### config.mk
export PLATFORM = sky130hd
export DESIGN_NAME = triangle_outline_rasterizer
export DESIGN_NICKNAME = d
export VERILOG_FILES = /design/src/rtl/tor_pkg.sv /design/src/rtl/tor_front.sv /design/src/rtl/tor_back.sv /design/src/rtl/triangle_outline_rasterizer.sv
export SDC_FILE = /design/constraint.sdc
export NUM_CORES = 1
export LEC_CHECK = 0
export BUFFER_PORTS_ARGS = -buffer_cell sky130_fd_sc_hd__buf_2
export CORE_AREA = 2 2 183 185
export DETAILED_ROUTE_END_ITERATION = 6
export DIE_AREA = 0 0 185 187
export PLACE_DENSITY = 0.74
export SLEW_MARGIN = 10
export SYNTH_ARGS = -nofsm -noshare
export SYNTH_HDL_FRONTEND = slang
export SYNTH_SLANG_ARGS = --single-unit
### constraint.sdc
create_clock -name clk -period 7.5 [get_ports clk]
set_input_delay 0.375 -clock clk [delete_from_list [all_inputs] [get_ports clk]]
set_output_delay 0.375 -clock clk [all_outputs]
set_load 0.05 [all_outputs]
### src/rtl/tor_pkg.sv
`timescale 1ns / 1ps

package tor_pkg;

  localparam int CoordBits = 11;
  localparam int TermBits  = CoordBits + 3;
  localparam int ColorBits = 24;
  localparam int EdgeBits  = 2;
  localparam int NumVerts  = 3;
  localparam int VtxBits   = 2;

  // Input item kinds
  localparam logic FuncAdd  = 1'b0;
  localparam logic FuncStep = 1'b1;

  localparam logic [EdgeBits-1:0] EdgeV1V2 = 2'd0;
  localparam logic [EdgeBits-1:0] EdgeV1V3 = 2'd1;
  localparam logic [EdgeBits-1:0] EdgeV2V3 = 2'd2;

  localparam logic [VtxBits-1:0] Vtx1 = 2'd0;
  localparam logic [VtxBits-1:0] Vtx2 = 2'd1;
  localparam logic [VtxBits-1:0] Vtx3 = 2'd2;

  typedef struct packed {
    logic                 is_step;
    logic [CoordBits-1:0] x;
    logic [CoordBits-1:0] y;
  } cmd_t;

  function automatic logic [VtxBits-1:0] edge_start(input logic [EdgeBits-1:0] e);
    logic [VtxBits-1:0] v;
    unique case (e)
      EdgeV1V2: v = Vtx1;
      EdgeV1V3: v = Vtx1;
      EdgeV2V3: v = Vtx2;
      default:  v = Vtx1;
    endcase
    return v;
  endfunction

  function automatic logic [VtxBits-1:0] edge_end(input logic [EdgeBits-1:0] e);
    logic [VtxBits-1:0] v;
    unique case (e)
      EdgeV1V2: v = Vtx2;
      EdgeV1V3: v = Vtx3;
      EdgeV2V3: v = Vtx3;
      default:  v = Vtx1;
    endcase
    return v;
  endfunction

endpackage

### src/rtl/tor_front.sv
`timescale 1ns / 1ps

module tor_front import tor_pkg::*; (
  input  logic                 clk,
  input  logic                 rst_n,
  input  logic                 in_valid,
  output logic                 in_ready,
  input  logic                 in_func,
  input  logic [CoordBits-1:0] in_vertex_x,
  input  logic [CoordBits-1:0] in_vertex_y,
  output logic                 q_valid,
  output cmd_t                 q_cmd,
  input  logic                 q_pop
);

  localparam logic [1:0] QDepth = 2'd2;

  cmd_t       fifo_r [2];
  logic       wr_ptr_r, wr_ptr_nxt;
  logic       rd_ptr_r, rd_ptr_nxt;
  logic [1:0] cnt_r, cnt_nxt;
  logic       push;
  logic       pop;
  cmd_t       cmd_in;

  assign in_ready = (cnt_r != QDepth);
  assign push     = in_valid && in_ready;
  assign q_valid  = (cnt_r != 2'd0);
  assign pop      = q_pop && q_valid;
  assign q_cmd    = fifo_r[rd_ptr_r];

  // classify: a step carries no coordinates
  always_comb begin
    cmd_in.is_step = (in_func == FuncStep);
    cmd_in.x       = (in_func == FuncAdd) ? in_vertex_x : '0;
    cmd_in.y       = (in_func == FuncAdd) ? in_vertex_y : '0;
  end

  always_comb begin
    wr_ptr_nxt = push ? ~wr_ptr_r : wr_ptr_r;
    rd_ptr_nxt = pop ? ~rd_ptr_r : rd_ptr_r;
    cnt_nxt    = cnt_r + {1'b0, push} - {1'b0, pop};
  end

  always_ff @(posedge clk) begin
    if (push) begin
      fifo_r[wr_ptr_r] <= cmd_in;
    end
  end

  always_ff @(posedge clk) begin
    if (!rst_n) begin
      wr_ptr_r <= 1'b0;
      rd_ptr_r <= 1'b0;
      cnt_r    <= 2'd0;
    end else begin
      wr_ptr_r <= wr_ptr_nxt;
      rd_ptr_r <= rd_ptr_nxt;
      cnt_r    <= cnt_nxt;
    end
  end

endmodule

### src/rtl/tor_back.sv
`timescale 1ns / 1ps

module tor_back import tor_pkg::*; (
  input  logic                 clk,
  input  logic                 rst_n,
  input  logic                 q_valid,
  input  cmd_t                 q_cmd,
  output logic                 q_pop,
  input  logic [ColorBits-1:0] pen_color,
  output logic                 out_valid,
  input  logic                 out_ready,
  output logic                 out_pixel_valid,
  output logic [CoordBits-1:0] out_pixel_x,
  output logic [CoordBits-1:0] out_pixel_y,
  output logic [ColorBits-1:0] out_pixel_color,
  output logic [EdgeBits-1:0]  out_edge_number,
  output logic                 out_done_res
);

  localparam logic [2:0] S_IDLE = 3'd0;
  localparam logic [2:0] S_LD_A = 3'd1;
  localparam logic [2:0] S_LD_B = 3'd2;
  localparam logic [2:0] S_LD_C = 3'd3;
  localparam logic [2:0] S_LD_D = 3'd4;
  localparam logic [2:0] S_DRAW = 3'd5;
  localparam logic [2:0] S_DONE = 3'd6;

  localparam int DBits = CoordBits + 1;

  logic [2*CoordBits-1:0] vmem [NumVerts];
  logic [2*CoordBits-1:0] rdata_r;
  logic [VtxBits-1:0]     rd_addr;
  logic                   vwr;

  logic [2:0]              state_r, state_nxt;
  logic [VtxBits-1:0]      vcount_r, vcount_nxt;
  logic [EdgeBits-1:0]     edge_r, edge_nxt;
  logic [CoordBits-1:0]    sx_r, sx_nxt, sy_r, sy_nxt;
  logic [CoordBits-1:0]    ex_r, ex_nxt, ey_r, ey_nxt;
  logic signed [DBits-1:0] dx_r, dx_nxt, dy_r, dy_nxt;
  logic [CoordBits-1:0]    cur_x_r, cur_x_nxt, cur_y_r, cur_y_nxt;
  logic signed [TermBits-1:0] term_r, term_nxt;
  logic signed [TermBits-1:0] inc_a_r, inc_a_nxt, inc_b_r, inc_b_nxt;
  logic [CoordBits-1:0]    left_r, left_nxt;
  logic                    xmaj_r, xmaj_nxt, mneg_r, mneg_nxt;

  logic                    out_valid_r, out_valid_nxt;
  logic                    o_pv_r, o_pv_nxt, o_done_r, o_done_nxt;
  logic [CoordBits-1:0]    o_x_r, o_x_nxt, o_y_r, o_y_nxt;
  logic [ColorBits-1:0]    o_col_r, o_col_nxt;
  logic [EdgeBits-1:0]     o_edge_r, o_edge_nxt;

  // edge setup terms
  logic signed [DBits-1:0] dx_abs, dy_abs, dmin_s;
  logic [CoordBits-1:0]    adx, ady, amaj, amin;
  logic                    xm, swap, dmin_pos;
  logic [TermBits-1:0]     amin2, amaj1, amaj2;
  logic                    slot_free, step_minor;
  logic [CoordBits-1:0]    mstep;

  assign slot_free = !out_valid_r || out_ready;
  assign rd_addr   = (state_r == S_LD_A) ? edge_start(edge_r) : edge_end(edge_r);
  assign vwr       = (state_r == S_IDLE) && q_valid && !q_cmd.is_step;

  always_ff @(posedge clk) begin
    if (vwr) begin
      vmem[vcount_r] <= {q_cmd.x, q_cmd.y};
    end
    rdata_r <= vmem[rd_addr];
  end

  always_comb begin
    dx_abs   = dx_r[DBits-1] ? -dx_r : dx_r;
    dy_abs   = dy_r[DBits-1] ? -dy_r : dy_r;
    adx      = dx_abs[CoordBits-1:0];
    ady      = dy_abs[CoordBits-1:0];
    xm       = adx > ady;
    swap     = xm ? dx_r[DBits-1] : dy_r[DBits-1];
    amaj     = xm ? adx : ady;
    amin     = xm ? ady : adx;
    dmin_s   = xm ? dy_r : dx_r;
    dmin_pos = !dmin_s[DBits-1] && (dmin_s != '0);
    amin2    = {2'b00, amin, 1'b0};
    amaj1    = {3'b000, amaj};
    amaj2    = {2'b00, amaj, 1'b0};
    step_minor = !term_r[TermBits-1] && (term_r != '0);
    mstep    = mneg_r ? '1 : CoordBits'(1);
  end

  always_comb begin
    state_nxt  = state_r;
    vcount_nxt = vcount_r;
    edge_nxt   = edge_r;
    sx_nxt = sx_r; sy_nxt = sy_r; ex_nxt = ex_r; ey_nxt = ey_r;
    dx_nxt = dx_r; dy_nxt = dy_r;
    cur_x_nxt = cur_x_r; cur_y_nxt = cur_y_r;
    term_nxt = term_r; inc_a_nxt = inc_a_r; inc_b_nxt = inc_b_r;
    left_nxt = left_r; xmaj_nxt = xmaj_r; mneg_nxt = mneg_r;
    q_pop = 1'b0;

    out_valid_nxt = out_ready ? 1'b0 : out_valid_r;
    o_pv_nxt = o_pv_r; o_done_nxt = o_done_r;
    o_x_nxt = o_x_r; o_y_nxt = o_y_r; o_col_nxt = o_col_r; o_edge_nxt = o_edge_r;

    unique case (state_r)
      S_IDLE: begin
        if (q_valid) begin
          // steps while idle are dropped
          q_pop = 1'b1;
          if (!q_cmd.is_step) begin
            if (vcount_r == Vtx3) begin
              vcount_nxt = Vtx1;
              edge_nxt   = EdgeV1V2;
              state_nxt  = S_LD_A;
            end else begin
              vcount_nxt = vcount_r + VtxBits'(1);
            end
          end
        end
      end
      S_LD_A: state_nxt = S_LD_B;
      S_LD_B: begin
        sx_nxt    = rdata_r[2*CoordBits-1:CoordBits];
        sy_nxt    = rdata_r[CoordBits-1:0];
        state_nxt = S_LD_C;
      end
      S_LD_C: begin
        ex_nxt    = rdata_r[2*CoordBits-1:CoordBits];
        ey_nxt    = rdata_r[CoordBits-1:0];
        dx_nxt    = $signed({1'b0, rdata_r[2*CoordBits-1:CoordBits]}) - $signed({1'b0, sx_r});
        dy_nxt    = $signed({1'b0, rdata_r[CoordBits-1:0]}) - $signed({1'b0, sy_r});
        state_nxt = S_LD_D;
      end
      S_LD_D: begin
        xmaj_nxt  = xm;
        mneg_nxt  = swap ? dmin_pos : dmin_s[DBits-1];
        cur_x_nxt = swap ? ex_r : sx_r;
        cur_y_nxt = swap ? ey_r : sy_r;
        term_nxt  = $signed(amin2 - amaj1);
        inc_a_nxt = $signed(amin2);
        inc_b_nxt = $signed(amin2 - amaj2);
        left_nxt  = amaj;
        // skip a zero-length edge
        if (amaj != '0) begin
          state_nxt = S_DRAW;
        end else if (edge_r == EdgeV2V3) begin
          state_nxt = S_DONE;
        end else begin
          edge_nxt  = edge_r + EdgeBits'(1);
          state_nxt = S_LD_A;
        end
      end
      S_DRAW: begin
        if (q_valid && !q_cmd.is_step) begin
          q_pop = 1'b1;
        end else if (q_valid && slot_free) begin
          q_pop         = 1'b1;
          out_valid_nxt = 1'b1;
          o_pv_nxt      = 1'b1;
          o_done_nxt    = 1'b0;
          o_x_nxt       = cur_x_r;
          o_y_nxt       = cur_y_r;
          o_col_nxt     = pen_color;
          o_edge_nxt    = edge_r;
          if (step_minor) begin
            term_nxt = term_r + inc_b_r;
            if (xmaj_r) cur_y_nxt = cur_y_r + mstep;
            else        cur_x_nxt = cur_x_r + mstep;
          end else begin
            term_nxt = term_r + inc_a_r;
          end
          if (xmaj_r) cur_x_nxt = cur_x_r + CoordBits'(1);
          else        cur_y_nxt = cur_y_r + CoordBits'(1);
          left_nxt = left_r - CoordBits'(1);
          if (left_r == CoordBits'(1)) begin
            if (edge_r == EdgeV2V3) begin
              state_nxt = S_DONE;
            end else begin
              edge_nxt  = edge_r + EdgeBits'(1);
              state_nxt = S_LD_A;
            end
          end
        end
      end
      S_DONE: begin
        if (q_valid && !q_cmd.is_step) begin
          q_pop = 1'b1;
        end else if (q_valid && slot_free) begin
          q_pop         = 1'b1;
          out_valid_nxt = 1'b1;
          o_pv_nxt      = 1'b0;
          o_done_nxt    = 1'b1;
          o_x_nxt       = '0;
          o_y_nxt       = '0;
          o_col_nxt     = '0;
          o_edge_nxt    = EdgeV1V2;
          edge_nxt      = EdgeV1V2;
          left_nxt      = '0;
          state_nxt     = S_IDLE;
        end
      end
      default: state_nxt = S_IDLE;
    endcase
  end

  always_ff @(posedge clk) begin
    sx_r <= sx_nxt; sy_r <= sy_nxt; ex_r <= ex_nxt; ey_r <= ey_nxt;
    dx_r <= dx_nxt; dy_r <= dy_nxt;
    inc_a_r <= inc_a_nxt; inc_b_r <= inc_b_nxt;
    o_pv_r <= o_pv_nxt; o_done_r <= o_done_nxt;
    o_x_r <= o_x_nxt; o_y_r <= o_y_nxt; o_col_r <= o_col_nxt; o_edge_r <= o_edge_nxt;
  end

  always_ff @(posedge clk) begin
    if (!rst_n) begin
      state_r     <= S_IDLE;
      vcount_r    <= Vtx1;
      edge_r      <= EdgeV1V2;
      cur_x_r     <= '0;
      cur_y_r     <= '0;
      term_r      <= '0;
      left_r      <= '0;
      xmaj_r      <= 1'b0;
      mneg_r      <= 1'b0;
      out_valid_r <= 1'b0;
    end else begin
      state_r     <= state_nxt;
      vcount_r    <= vcount_nxt;
      edge_r      <= edge_nxt;
      cur_x_r     <= cur_x_nxt;
      cur_y_r     <= cur_y_nxt;
      term_r      <= term_nxt;
      left_r      <= left_nxt;
      xmaj_r      <= xmaj_nxt;
      mneg_r      <= mneg_nxt;
      out_valid_r <= out_valid_nxt;
    end
  end

  assign out_valid       = out_valid_r;
  assign out_pixel_valid = o_pv_r;
  assign out_pixel_x     = o_x_r;
  assign out_pixel_y     = o_y_r;
  assign out_pixel_color = o_col_r;
  assign out_edge_number = o_edge_r;
  assign out_done_res    = o_done_r;

endmodule

### src/rtl/triangle_outline_rasterizer.sv
`timescale 1ns / 1ps

// Triangle outline rasterizer. Three add-vertex items load v1, v2, v3; the
// outline is then drawn as the midpoint lines v1-v2, v1-v3, v2-v3, and each
// step item returns the next pixel (pen_color, edge number) or, once the
// outline is finished, one done result. Add and step items go through a
// two-entry queue into the drawing engine, which takes one queued item per
// cycle while not setting up an edge and, for a pixel or done result, while
// the output register is free. Before each edge the engine sets it up (two
// reads of the vertex store, which has one read port, then delta and
// decision-term set-up); the first pixel waits for it after the third vertex
// and each edge change, skipped zero-length edges too, repeats it; step items
// queue meanwhile. Results sit in an output register; a stalled consumer
// holds the engine, and the input side stalls once the queue is full.
module triangle_outline_rasterizer import tor_pkg::*; (
  input  logic                 clk,
  input  logic                 rst_n,
  input  logic                 in_valid,
  output logic                 in_ready,
  input  logic                 in_func,
  input  logic [CoordBits-1:0] in_vertex_x,
  input  logic [CoordBits-1:0] in_vertex_y,
  output logic                 out_valid,
  input  logic                 out_ready,
  output logic                 out_pixel_valid,
  output logic [CoordBits-1:0] out_pixel_x,
  output logic [CoordBits-1:0] out_pixel_y,
  output logic [ColorBits-1:0] out_pixel_color,
  output logic [EdgeBits-1:0]  out_edge_number,
  output logic                 out_done_res,
  input  logic                 cfg_psel,
  input  logic                 cfg_penable,
  input  logic                 cfg_pwrite,
  input  logic [2:0]           cfg_paddr,
  input  logic [31:0]          cfg_pwdata,
  output logic [31:0]          cfg_prdata,
  output logic                 cfg_pready
);

  localparam logic RegPenColor = 1'b0;

  logic [ColorBits-1:0] pen_color_r, pen_color_nxt;
  logic                 cfg_wr;
  logic                 q_valid;
  logic                 q_pop;
  cmd_t                 q_cmd;

  assign cfg_pready = 1'b1;
  assign cfg_wr     = cfg_psel && cfg_penable && cfg_pwrite && cfg_pready;

  always_comb begin
    pen_color_nxt = pen_color_r;
    if (cfg_wr && (cfg_paddr[2] == RegPenColor)) begin
      pen_color_nxt = cfg_pwdata[ColorBits-1:0];
    end
  end

  assign cfg_prdata = (cfg_paddr[2] == RegPenColor) ? {8'd0, pen_color_r} : 32'd0;

  always_ff @(posedge clk) begin
    if (!rst_n) begin
      pen_color_r <= '0;
    end else begin
      pen_color_r <= pen_color_nxt;
    end
  end

  tor_front u_front (
    .clk         (clk),
    .rst_n       (rst_n),
    .in_valid    (in_valid),
    .in_ready    (in_ready),
    .in_func     (in_func),
    .in_vertex_x (in_vertex_x),
    .in_vertex_y (in_vertex_y),
    .q_valid     (q_valid),
    .q_cmd       (q_cmd),
    .q_pop       (q_pop)
  );

  tor_back u_back (
    .clk             (clk),
    .rst_n           (rst_n),
    .q_valid         (q_valid),
    .q_cmd           (q_cmd),
    .q_pop           (q_pop),
    .pen_color       (pen_color_r),
    .out_valid       (out_valid),
    .out_ready       (out_ready),
    .out_pixel_valid (out_pixel_valid),
    .out_pixel_x     (out_pixel_x),
    .out_pixel_y     (out_pixel_y),
    .out_pixel_color (out_pixel_color),
    .out_edge_number (out_edge_number),
    .out_done_res    (out_done_res)
  );

endmodule

**Word level (Yosys, flattened, before mapping)**

Memory sizes are Yosys's and may differ from the RTL's. A register that Yosys moved wholly into a read port is not among the register bits.
Cells that the tools add are included.

- Add/subtract/negate cells: 17
- Magnitude comparators: 1
- Equal/unequal tests: 22
- Mux-type cells: 92
- Bitwise operators: 4
- Reduce and logical (&&, ||, !) cells: 36

Operators by type and width:

| cell | count |
|---|---|
| 2-to-1 mux 11 bit | 25 |
| 2-to-1 mux 24 bit | 5 |
| one-hot mux 11 bit (2 select lines) | 4 |
| one-hot mux 24 bit (2 select lines) | 1 |
| 2-to-1 mux 14 bit | 3 |
| one-hot mux 11 bit (3 select lines) | 1 |
| 2-to-1 mux 3 bit | 10 |
| 2-to-1 mux 2 bit | 14 |
| one-hot mux 14 bit (2 select lines) | 1 |
| subtractor 11 x 11 -> 12 bit | 2 |
| adder 11 x 1 -> 11 bit (second input constant) | 2 |
| adder 11 bit | 2 |
| negator 11 bit | 2 |
| one-hot mux 3 bit (7 select lines) | 1 |
| 2-to-1 mux 1 bit | 20 |
| adder 14 x 13 -> 14 bit | 1 |
| adder 14 bit | 1 |
| nonzero test 14 bit | 1 |
| subtractor 12 x 11 -> 13 bit | 1 |
| subtractor 12 x 12 -> 13 bit | 1 |
| 2-to-1 mux 12 bit | 1 |
| inequality test 2 bit (second input constant) | 6 |
| nonzero test 12 bit | 1 |
| == test 11 x 1 -> 1 bit (second input constant) | 1 |
| 32 further kinds | 65 |

- Register bits after elaboration: 228
- RAM bits: 112
- Output and inout port bits: 85
- Logic and storage cells: 202
- Memories: 2

Memories:

| name | depth | width | read ports | clocked after memory_dff | write ports | line | source |
|---|---|---|---|---|---|---|---|
| u_back.vmem | 3 | 22 | 1 | 1 | 1 | tor_back.sv:30 | `logic [2*CoordBits-1:0] vmem [NumVerts];` |
| u_front.fifo_r | 2 | 23 | 1 | 1 | 1 | tor_front.sv:18 | `cmd_t fifo_r [2];` |

**Depth between registers and ports, before layout**

Gate-level depths: netlist (run 1).

- Depth after elaboration: 9
- Mapped depth: 30

**By module**

A second synthesis (run 1) with hierarchy kept.

- Cells, all modules: 1651
- Area total of the unflattened synthesis: 18230.0 um2

Modules (own cells, without submodules):

| module | times used | cells an instance | area each (um2) |
|---|---|---|---|
| tor_back | 1 | 1390 | 14954.3 |
| tor_front | 1 | 119 | 2050.7 |
| triangle_outline_rasterizer | 1 | 142 | 1224.9 |

**Worst setup path after synthesis (run 1)**

Ideal clock, no wire load.

- Kind: reg-to-reg
- Start: register u_back.dx_r[0]
- End: register u_back.term_r[13]
- Data arrival time: 6.521 ns
- Required time: 7.421 ns
- Slack: 0.900 ns
- Cell stages (with the launch flop): 31
- Path buffers: 3
- Cells stage by stage: edfxtp_1 -> inv_1 -> ha_1 -> or3b_1 -> o31ai_1 -> xor2_1 -> inv_1 -> ha_1 -> clkbuf_1 -> nand2_1 -> nor4_1 -> or3b_1 -> mux2_2 -> mux2i_1 -> nor2_1 -> clkbuf_1 -> clkbuf_1 -> nand2_1 -> o21ai_0 -> fa_1 -> a21o_1 -> a21oi_1 -> o21bai_1 -> a21oi_1 -> o21bai_1 -> a21oi_1 -> o21bai_1 -> a21o_1 -> a2111oi_0 -> nor2_1 -> o211ai_1

- Word-level cells in the longest chain between the ends: 6
- Elaborated cells on any way between the ends: 7

RTL lines:

| what | line | source |
|---|---|---|
| start: declaration | tor_back.sv:40 | `logic signed [DBits-1:0] dx_r, dx_nxt, dy_r, dy_nxt;` |
| start signal: assignment | tor_back.sv:208 | `dx_r <= dx_nxt; dy_r <= dy_nxt;` |
| negator 11 bit | tor_back.sv:73 | `dx_abs = dx_r[DBits-1] ? -dx_r : dx_r;` |
| 2-to-1 mux 11 bit (*) | tor_back.sv:73 |  |
| > comparator 11 bit | tor_back.sv:77 | `xm = adx > ady;` |
| 2-to-1 mux 11 bit (*) | tor_back.sv:80 | `amin = xm ? ady : adx;` |
| named net u_back.amin[0] | tor_back.sv:55 | `logic [CoordBits-1:0] adx, ady, amaj, amin;` |
| subtractor 12 x 11 -> 13 bit (*) | tor_back.sv:139 | `term_nxt = $signed(amin2 - amaj1);` |
| one-hot mux 14 bit (2 select lines) (*) | tor_back.sv:105 | `unique case (state_r)` |
| end signal: assignment | tor_back.sv:232 | `term_r <= term_nxt;` |
| end: declaration | tor_back.sv:42 | `logic signed [TermBits-1:0] term_r, term_nxt;` |

Mark *: on every way through the listed nets, which the timed path passes. The rest lies on a longest branch.
A chain may end at the register's enable or synchronous reset.

**Worst setup path after layout (run 1)**

Ends and elaborated chain as after synthesis.

==> results.sh, run 1 <==
export IMPL_dr_total_vias=12300
export IMPL_maxSlewViolCount=0
export IMPL_fin_nets=1915
export IMPL_final_period_utilization_pct=92.3
export IMPL_cp_data_arrival_time_ns=7.37
export IMPL_leakage_nw=7.85
export IMPL_grt_pass1_vias=11900
export IMPL_post_route_clock_skew_ns=0.0242
export IMPL_postSynth_asyncResetShare_pct=0
export IMPL_floorplan_die_area_mm2=0.0346
export IMPL_vdd_ir_drop_max_uv=211
export IMPL_viasPerCell=5.49
export IMPL_timing_critical_path_required_ns=7.95
export IMPL_die_width_um=185
export IMPL_dp_slack_ns=0.660
export IMPL_drt_pass1_iter_count=5
export IMPL_max_clock_freq_mhz=144
export IMPL_drt_antenna_violating_nets=0
export IMPL_worst_r2r_cell_count=28
export IMPL_slew_headroom_pct=21.6
export IMPL_coreArea_mm2=0.0329
export IMPL_finalHoldViolations=0
export IMPL_floorplan_initialDensity_pct=54.2
export IMPL_drt_total_wl_um=38500
export IMPL_gp_routability_congestion=0.956
export IMPL_clock_insertion_delay_worst_skew_ns=0.54
export IMPL_mostFrequentLayoutCell="edfxtp_1"
export IMPL_fin_util_pct=61.9
export IMPL_ys_warn_count=0
export IMPL_area_share_of_fa_ha_maj_cells_after_synthesis_pct=6.54
export IMPL_synth_seq_cells=361
export IMPL_worstSetupPathType="reg -> reg"
export IMPL_synthToLayoutAreaGrowth_pct=14.2
export IMPL_most_common_layout_cells="edfxtp_1, nand2_1, nor2_1, buf_2, a21oi_1"
export IMPL_synthSimpleGateAreaFrac_pct=13.4
export IMPL_antenna_cells_inserted=0
export IMPL_cell_area_synth_mm2=0.0178
export IMPL_synth_seq_area_share_pct=54.8
export IMPL_placement_io_buffers=130
export IMPL_remaining_drc_errors=0
export IMPL_least_setup_slack_across_all_paths_after_layout_ns=0.577
export IMPL_status="finished, final reports clean"
export IMPL_synth_top_family_by_area="simple AND/OR/NAND/NOR gates"
export IMPL_grt_overflow_total=0
export IMPL_rrSetupSlack_ns=0.58
export IMPL_path_clk_slew_ns=0.06
export IMPL_timing_worst_slew_pin_value_ns=1.15
export IMPL_fp_row_count=67
export IMPL_cpMaxStageDelayCell="a2111oi_1"
export IMPL_finalCriticalPeriod_ns=6.92
export IMPL_synthXorXnorAreaFrac_pct=3.83
export IMPL_synth_edf_count=253
export IMPL_critical_path_endpoint_type="register"
export IMPL_wire_length_of_the_first_global_routing_pass_um=60600
export IMPL_crit_path_start_kind="register"
export IMPL_htree_levels=2
export IMPL_synth_compound_area_share_pct=12.2
export IMPL_ctsRootBufferMaster="clkbuf_16"
export IMPL_cts_buffers=39
export IMPL_hold_class="in -> reg"
export IMPL_worst_setup_path_startpoint="u_back.dx_r[0]$_DFFE_PN_"
export IMPL_global_route_usage_total_pct=22.2
export IMPL_grt_start_max_net_pins=56
export IMPL_crit_path_to="u_back.term_r[13]$_SDFFE_PN0P_"
export IMPL_tritoncts="built"
export IMPL_cap_violations=0
export IMPL_layout_drive_gt1_share_pct=15.5
export IMPL_dp_cells=2170
export IMPL_post_synth_num_cell_types=73
export IMPL_syn_inst=1633
export IMPL_timing_critical_path_fanout_max=25
export IMPL_cpPeakStageDelay_ns=0.44
export IMPL_clock_tree_buffer_depth=3
export IMPL_post_drt_wl_per_cell_um=17.2
export IMPL_crit_reg2reg_capture="u_back.term_r[13]$_SDFFE_PN0P_"
export IMPL_most_instantiated_flip_flop_cell_in_the_synthesis_netlist="edfxtp_1"
export IMPL_post_cts_buffers=0
export IMPL_ioPinCount=150
export IMPL_fin_cells=2242
export IMPL_crit_reg2reg_launch="u_back.dx_r[0]$_DFFE_PN_"
export IMPL_fin_tns_setup_ns=0
export IMPL_synthMuxAreaShare_pct=5.53
export IMPL_worst_hold_margin_ns=0.0812
export IMPL_finalSetupViolCount=0
export IMPL_critical_path_most_common_cell="a21oi_1"
export IMPL_post_dp_hpwl_um=27400
export IMPL_post_synth_cell_area_avg_um2=10.9
export IMPL_rsz0062_at_grt="no"
export IMPL_antenna_found_initial=0
export IMPL_p_per_area_mw_per_mm2=250
export IMPL_drtIter0Drc=711
export IMPL_clkSinkCount=361
export IMPL_floorplan_die_height_um=187
## worst max-delay path: cells and delay by family (launching register included)
kind / cells / cell delay (ns)
muxes: 2 / 0.64
AOI/OAI and AO/OA: 12 / 2.32
DFF: 1 / 0.37
buffers and inverters: 3 / 0.51
and+or+nand+nor: 7 / 1.70
xor gates and xnor gates: 1 / 0.30
adders and majority gates: 3 / 1.00
## logic make-up (layout without fill, tap and decap cells)
logic type	after synthesis	after routing
other cells	2	9
flops	361	361
buf+inv	166	320
xor+xnor	77	77
simple gates	494	494
mux	93	93
fa+ha+maj	90	90
compound gates	350	350
## layer usage
| metal | GRT usage (%) | vias up | share of wire, % |
|---|---|---|---|
| met2 | 38.5 | 314 | 49 |
| met5 | 0 | - | 0 |
| met3 | 4.21 | 91 | 5.5 |
| met4 | 9.31 | 0 | 4.1 |
| met1 | 27.1 | 5838 | 41 |
| li1 | - | 6067 | - |
## layout make-up
type	instances	area, um2
Clock buffer	47	1080
Clock inverter	25	269
Fill cell	2680	12500
Inverter	91	342
Multi-Input combinational cell	1113	7470
Sequential cell	361	9760
Tap cell	448	561
Timing Repair Buffer	157	853
## per-stage QoR
stage | total power [mW] | cell area [um2]
final | 5.08 | 20300
after global routing | 5.28 | 20300
after CTS | 5.12 | 20300
after detailed placement | 3.14 | 19000
after global placement | 3.11 | 19000
after floorplan | 2.95 | 17800
## where the power goes
group | internal [mW] | total, mW | switching (mW)
Combinational | 0.270 | 0.659 | 0.389
Clock | 1.20 | 1.98 | 0.779
Sequential | 2.35 | 2.44 | 0.0877
## timing repair
item,4_1_cts,5_1_grt
gates resized for setup,0,1
setup endpoints to repair,0,2
hold buffers,0,0
## state kept, by name, indices dropped and copies added, names as in the netlist, 12 cells and up, named ones only
register                flops
u_back.vmem                66
pen_color_r                24
u_back.out_pixel_color     24
u_front.fifo_r             46
u_back.term_r              14
u_back.dy_r                12
u_back.rdata_r             22
u_back.dx_r                12
u_back.inc_b_r             12
## worst min-delay path by stage
stage                                      start  cells past startpoint  slack (ns)                           end
floorplan            u_back.vmem[2][0]$_DFFE_PP_                      2        0.42     u_back.rdata_r[0]$_DFF_P_
global route                       cfg_pwdata[6]                      3        0.07   pen_color_r[6]$_SDFFE_PN0P_
detailed placement  u_back.vmem[2][18]$_DFFE_PP_                      2        0.43    u_back.rdata_r[18]$_DFF_P_
CTS                               cfg_pwdata[16]                      3        0.06  pen_color_r[16]$_SDFFE_PN0P_
global placement    u_back.vmem[2][18]$_DFFE_PP_                      2        0.42    u_back.rdata_r[18]$_DFF_P_
finish                            cfg_pwdata[16]                      3        0.08  pen_color_r[16]$_SDFFE_PN0P_
## Yosys cell counts, types with 51 or more instances
cell        n  area share (%)
clkbuf_1   63             1.3
nor2_1    135             2.8
ha_1       81             5.7
dfxtp_1   108              12
a21oi_1   111             3.1
mux2i_1    54             3.0
xnor2_1    51             2.5
edfxtp_1  253              43
and2_1     52             1.8
inv_1      88             1.9
o21ai_0    98             2.8
nand2_1   152             3.2
nor2b_1    57             2.0
Power figures use the tool's default switching activity.
==> run 2, diff against run 1 <==
- BUFFER_PORTS_ARGS: -buffer_cell sky130_fd_sc_hd__buf_2 -> -buffer_cell sky130_fd_sc_hd__buf_4
==> run 2 against run 1 <==
Against the previous run:
- sequential power about the same
- fmax fell by 0.27%
- core utilization is 0.79 points higher
- register-to-register slack worse by 0.02 ns
- critical path type unchanged
- final area is 1.3% higher
- die area is the same
- final cell count fell by 0.13%
- critical path depth did not move
- clock skew down 0.0029 ns
- sequential share of layout area fell by 0.60 points
- first-iteration DRC count decreased by 8.2%
==> results.sh, run 2 (same netlist as run 1, synthesis figures left out) <==
export IMPL_placement_io_buffers=130
export IMPL_ctsRootBufferMaster="clkbuf_16"
export IMPL_path_clk_slew_ns=0.06
export IMPL_timing_critical_path_required_ns=7.97
export IMPL_post_dp_hpwl_um=27700
export IMPL_fin_cells=2239
export IMPL_antenna_found_initial=0
export IMPL_wire_length_of_the_first_global_routing_pass_um=61400
export IMPL_top_register="u_back.vmem"
export IMPL_n_fill_cell=2658
export IMPL_maxSlewViolCount=0
export IMPL_ioPinCount=150
export IMPL_grt_pass1_vias=12000
export IMPL_status="finished, final reports clean"
export IMPL_coreArea_mm2=0.0329
export IMPL_remaining_drc_errors=0
export IMPL_finalCriticalPeriod_ns=6.94
export IMPL_floorplan_initialDensity_pct=54.2
export IMPL_dp_cells=2169
export IMPL_post_route_clock_skew_ns=0.0214
export IMPL_clock_tree_buffer_depth=3
export IMPL_p_per_area_mw_per_mm2=243
export IMPL_reg_top3="u_back.vmem (66), u_front.fifo_r (46)"
export IMPL_dr_total_vias=12300
export IMPL_cts_buffers=39
export IMPL_gp_routability_congestion=0.921
export IMPL_drt_pass1_iter_count=5
export IMPL_fin_tns_setup_ns=0
export IMPL_clock_insertion_delay_worst_skew_ns=0.56
export IMPL_fp_row_count=67
export IMPL_vdd_ir_drop_max_uv=217
export IMPL_layout_drive_gt1_share_pct=15.2
export IMPL_drt_total_wl_um=38900
export IMPL_clkSinkCount=361
export IMPL_grt_overflow_total=0
export IMPL_drt_antenna_violating_nets=0
export IMPL_drtIter0Drc=653
export IMPL_finalHoldViolations=0
export IMPL_final_period_utilization_pct=92.6
export IMPL_critical_path_most_common_cell="a21oi_1"
export IMPL_htree_levels=2
export IMPL_antenna_cells_inserted=0
export IMPL_rsz0062_at_grt="no"
export IMPL_critical_path_endpoint_type="register"
export IMPL_die_width_um=185
export IMPL_timing_critical_path_fanout_max=17
export IMPL_worstSetupPathType="reg -> reg"
export IMPL_cap_violations=0
export IMPL_crit_path_start_kind="register"
export IMPL_global_route_usage_total_pct=22.4
export IMPL_post_drt_wl_per_cell_um=17.4
export IMPL_slew_headroom_pct=20.7
export IMPL_leakage_nw=7.90
export IMPL_area_of_combinational_cells_with_multiple_inputs_mm2=0.00747
export IMPL_hold_class="in -> reg"
export IMPL_max_clock_freq_mhz=144
export IMPL_timing_worst_slew_pin_value_ns=1.16
export IMPL_fin_nets=1914
export IMPL_largest_reg_flops=66
export IMPL_tritoncts="built"
export IMPL_viasPerCell=5.48
export IMPL_synthToLayoutAreaGrowth_pct=15.7
export IMPL_ff_latch_area_mm2=0.00976
export IMPL_finalSetupViolCount=0
export IMPL_grt_start_max_net_pins=65
export IMPL_mostFrequentLayoutCell="edfxtp_1"
export IMPL_floorplan_die_area_mm2=0.0346
export IMPL_cpPeakStageDelay_ns=0.48
export IMPL_most_common_layout_cells="edfxtp_1, buf_4, nand2_1, nor2_1, a21oi_1"
export IMPL_floorplan_die_height_um=187
export IMPL_cp_data_arrival_time_ns=7.41
export IMPL_cpMaxStageDelayCell="a2111oi_0"
==> run 2: cell types whose count changed in the layout (fill, tap and decap cells not counted), sizes merged <==
cell and delta:
buf -1, bufinv -2, clkbuf +1, clkinv -3, clkinvlp +3, inv -1
==> run 2: worst max-delay path, delay by kind of cell, from the launching register on <==
| family | cells | cell delay, ns |
|---|---|---|
| adder cells (fa/ha/maj) | 3 | 0.99 |
| XOR/XNOR | 1 | 0.32 |
| multiplexers | 2 | 0.60 |
| buffers and inverters | 3 | 0.50 |
| AND/OR/NAND/NOR | 7 | 1.66 |
| flip-flops | 1 | 0.37 |
| AO/OA/AOI/OAI | 12 | 2.42 |
==> run 2: cell type report <==
cell class                      instances  area share (%)
Clock buffer                           48            5.11
Clock inverter                         22            1.14
Inverter                               91            1.66
Multi-Input combinational cell       1113            36.3
Sequential cell                       361            47.4
Tap cell                              448            2.72
Timing Repair Buffer                  156            5.69
==> run 2: layer usage <==
layer / share of wire, % / global-route usage [%] / up-vias / wire (um)
li1: - / - / 6068 / -
met1: 42 / 28.2 / 5806 / 16300
met2: 48 / 37.5 / 313 / 18800
met3: 5.3 / 4.05 / 84 / 2060
met4: 4.5 / 10.4 / 0 / 1750
met5: 0 / 0 / - / 0
==> run 2: metrics by stage <==
step	hold WS [ns]	instance area, um2	setup slack, ns	utilization (%)	power [mW]
2_1_floorplan	0.418	17800	0.900	-	2.95
3_3_place_gp	0.424	19300	0.690	58.7	3.12
3_5_place_dp	0.428	19300	0.552	58.7	3.15
4_1_cts	0.0607	20600	0.533	62.6	5.04
5_1_grt	0.0744	20600	0.0699	62.6	5.21
6_report	0.0832	20600	0.558	62.6	5.01
==> run 2: where the power goes <==
group	internal, mW	leakage, nW	total, mW	switching, mW
Combinational	0.281	4.11	0.672	0.391
Sequential	2.35	3.17	2.44	0.0848
Clock	1.11	0.612	1.90	0.785
==> run 2: path summary, 6_finish.rpt <==
| kind | from | to | slack (ns) | cells after the start |
|---|---|---|---|---|
| worst max register to register | u_back.dx_r[0]$_DFFE_PN_ | u_back.term_r[13]$_SDFFE_PN0P_ | 0.56 | 28 |
| worst max-delay path | u_back.dx_r[0]$_DFFE_PN_ | u_back.term_r[13]$_SDFFE_PN0P_ | 0.56 | 28 |
| worst min-delay path | cfg_pwdata[17] | pen_color_r[17]$_SDFFE_PN0P_ | 0.08 | 3 |
| worst min register to register | u_back.vmem[2][14]$_DFFE_PP_ | u_back.rdata_r[14]$_DFF_P_ | 0.44 | 2 |
==> run 2: timing repair <==
| item | CTS | global route |
|---|---|---|
| hold buffers | 0 | 0 |
| setup buffers | 0 | 0 |
| gates resized for setup | 0 | 1 |
| setup endpoints to repair | 0 | 2 |
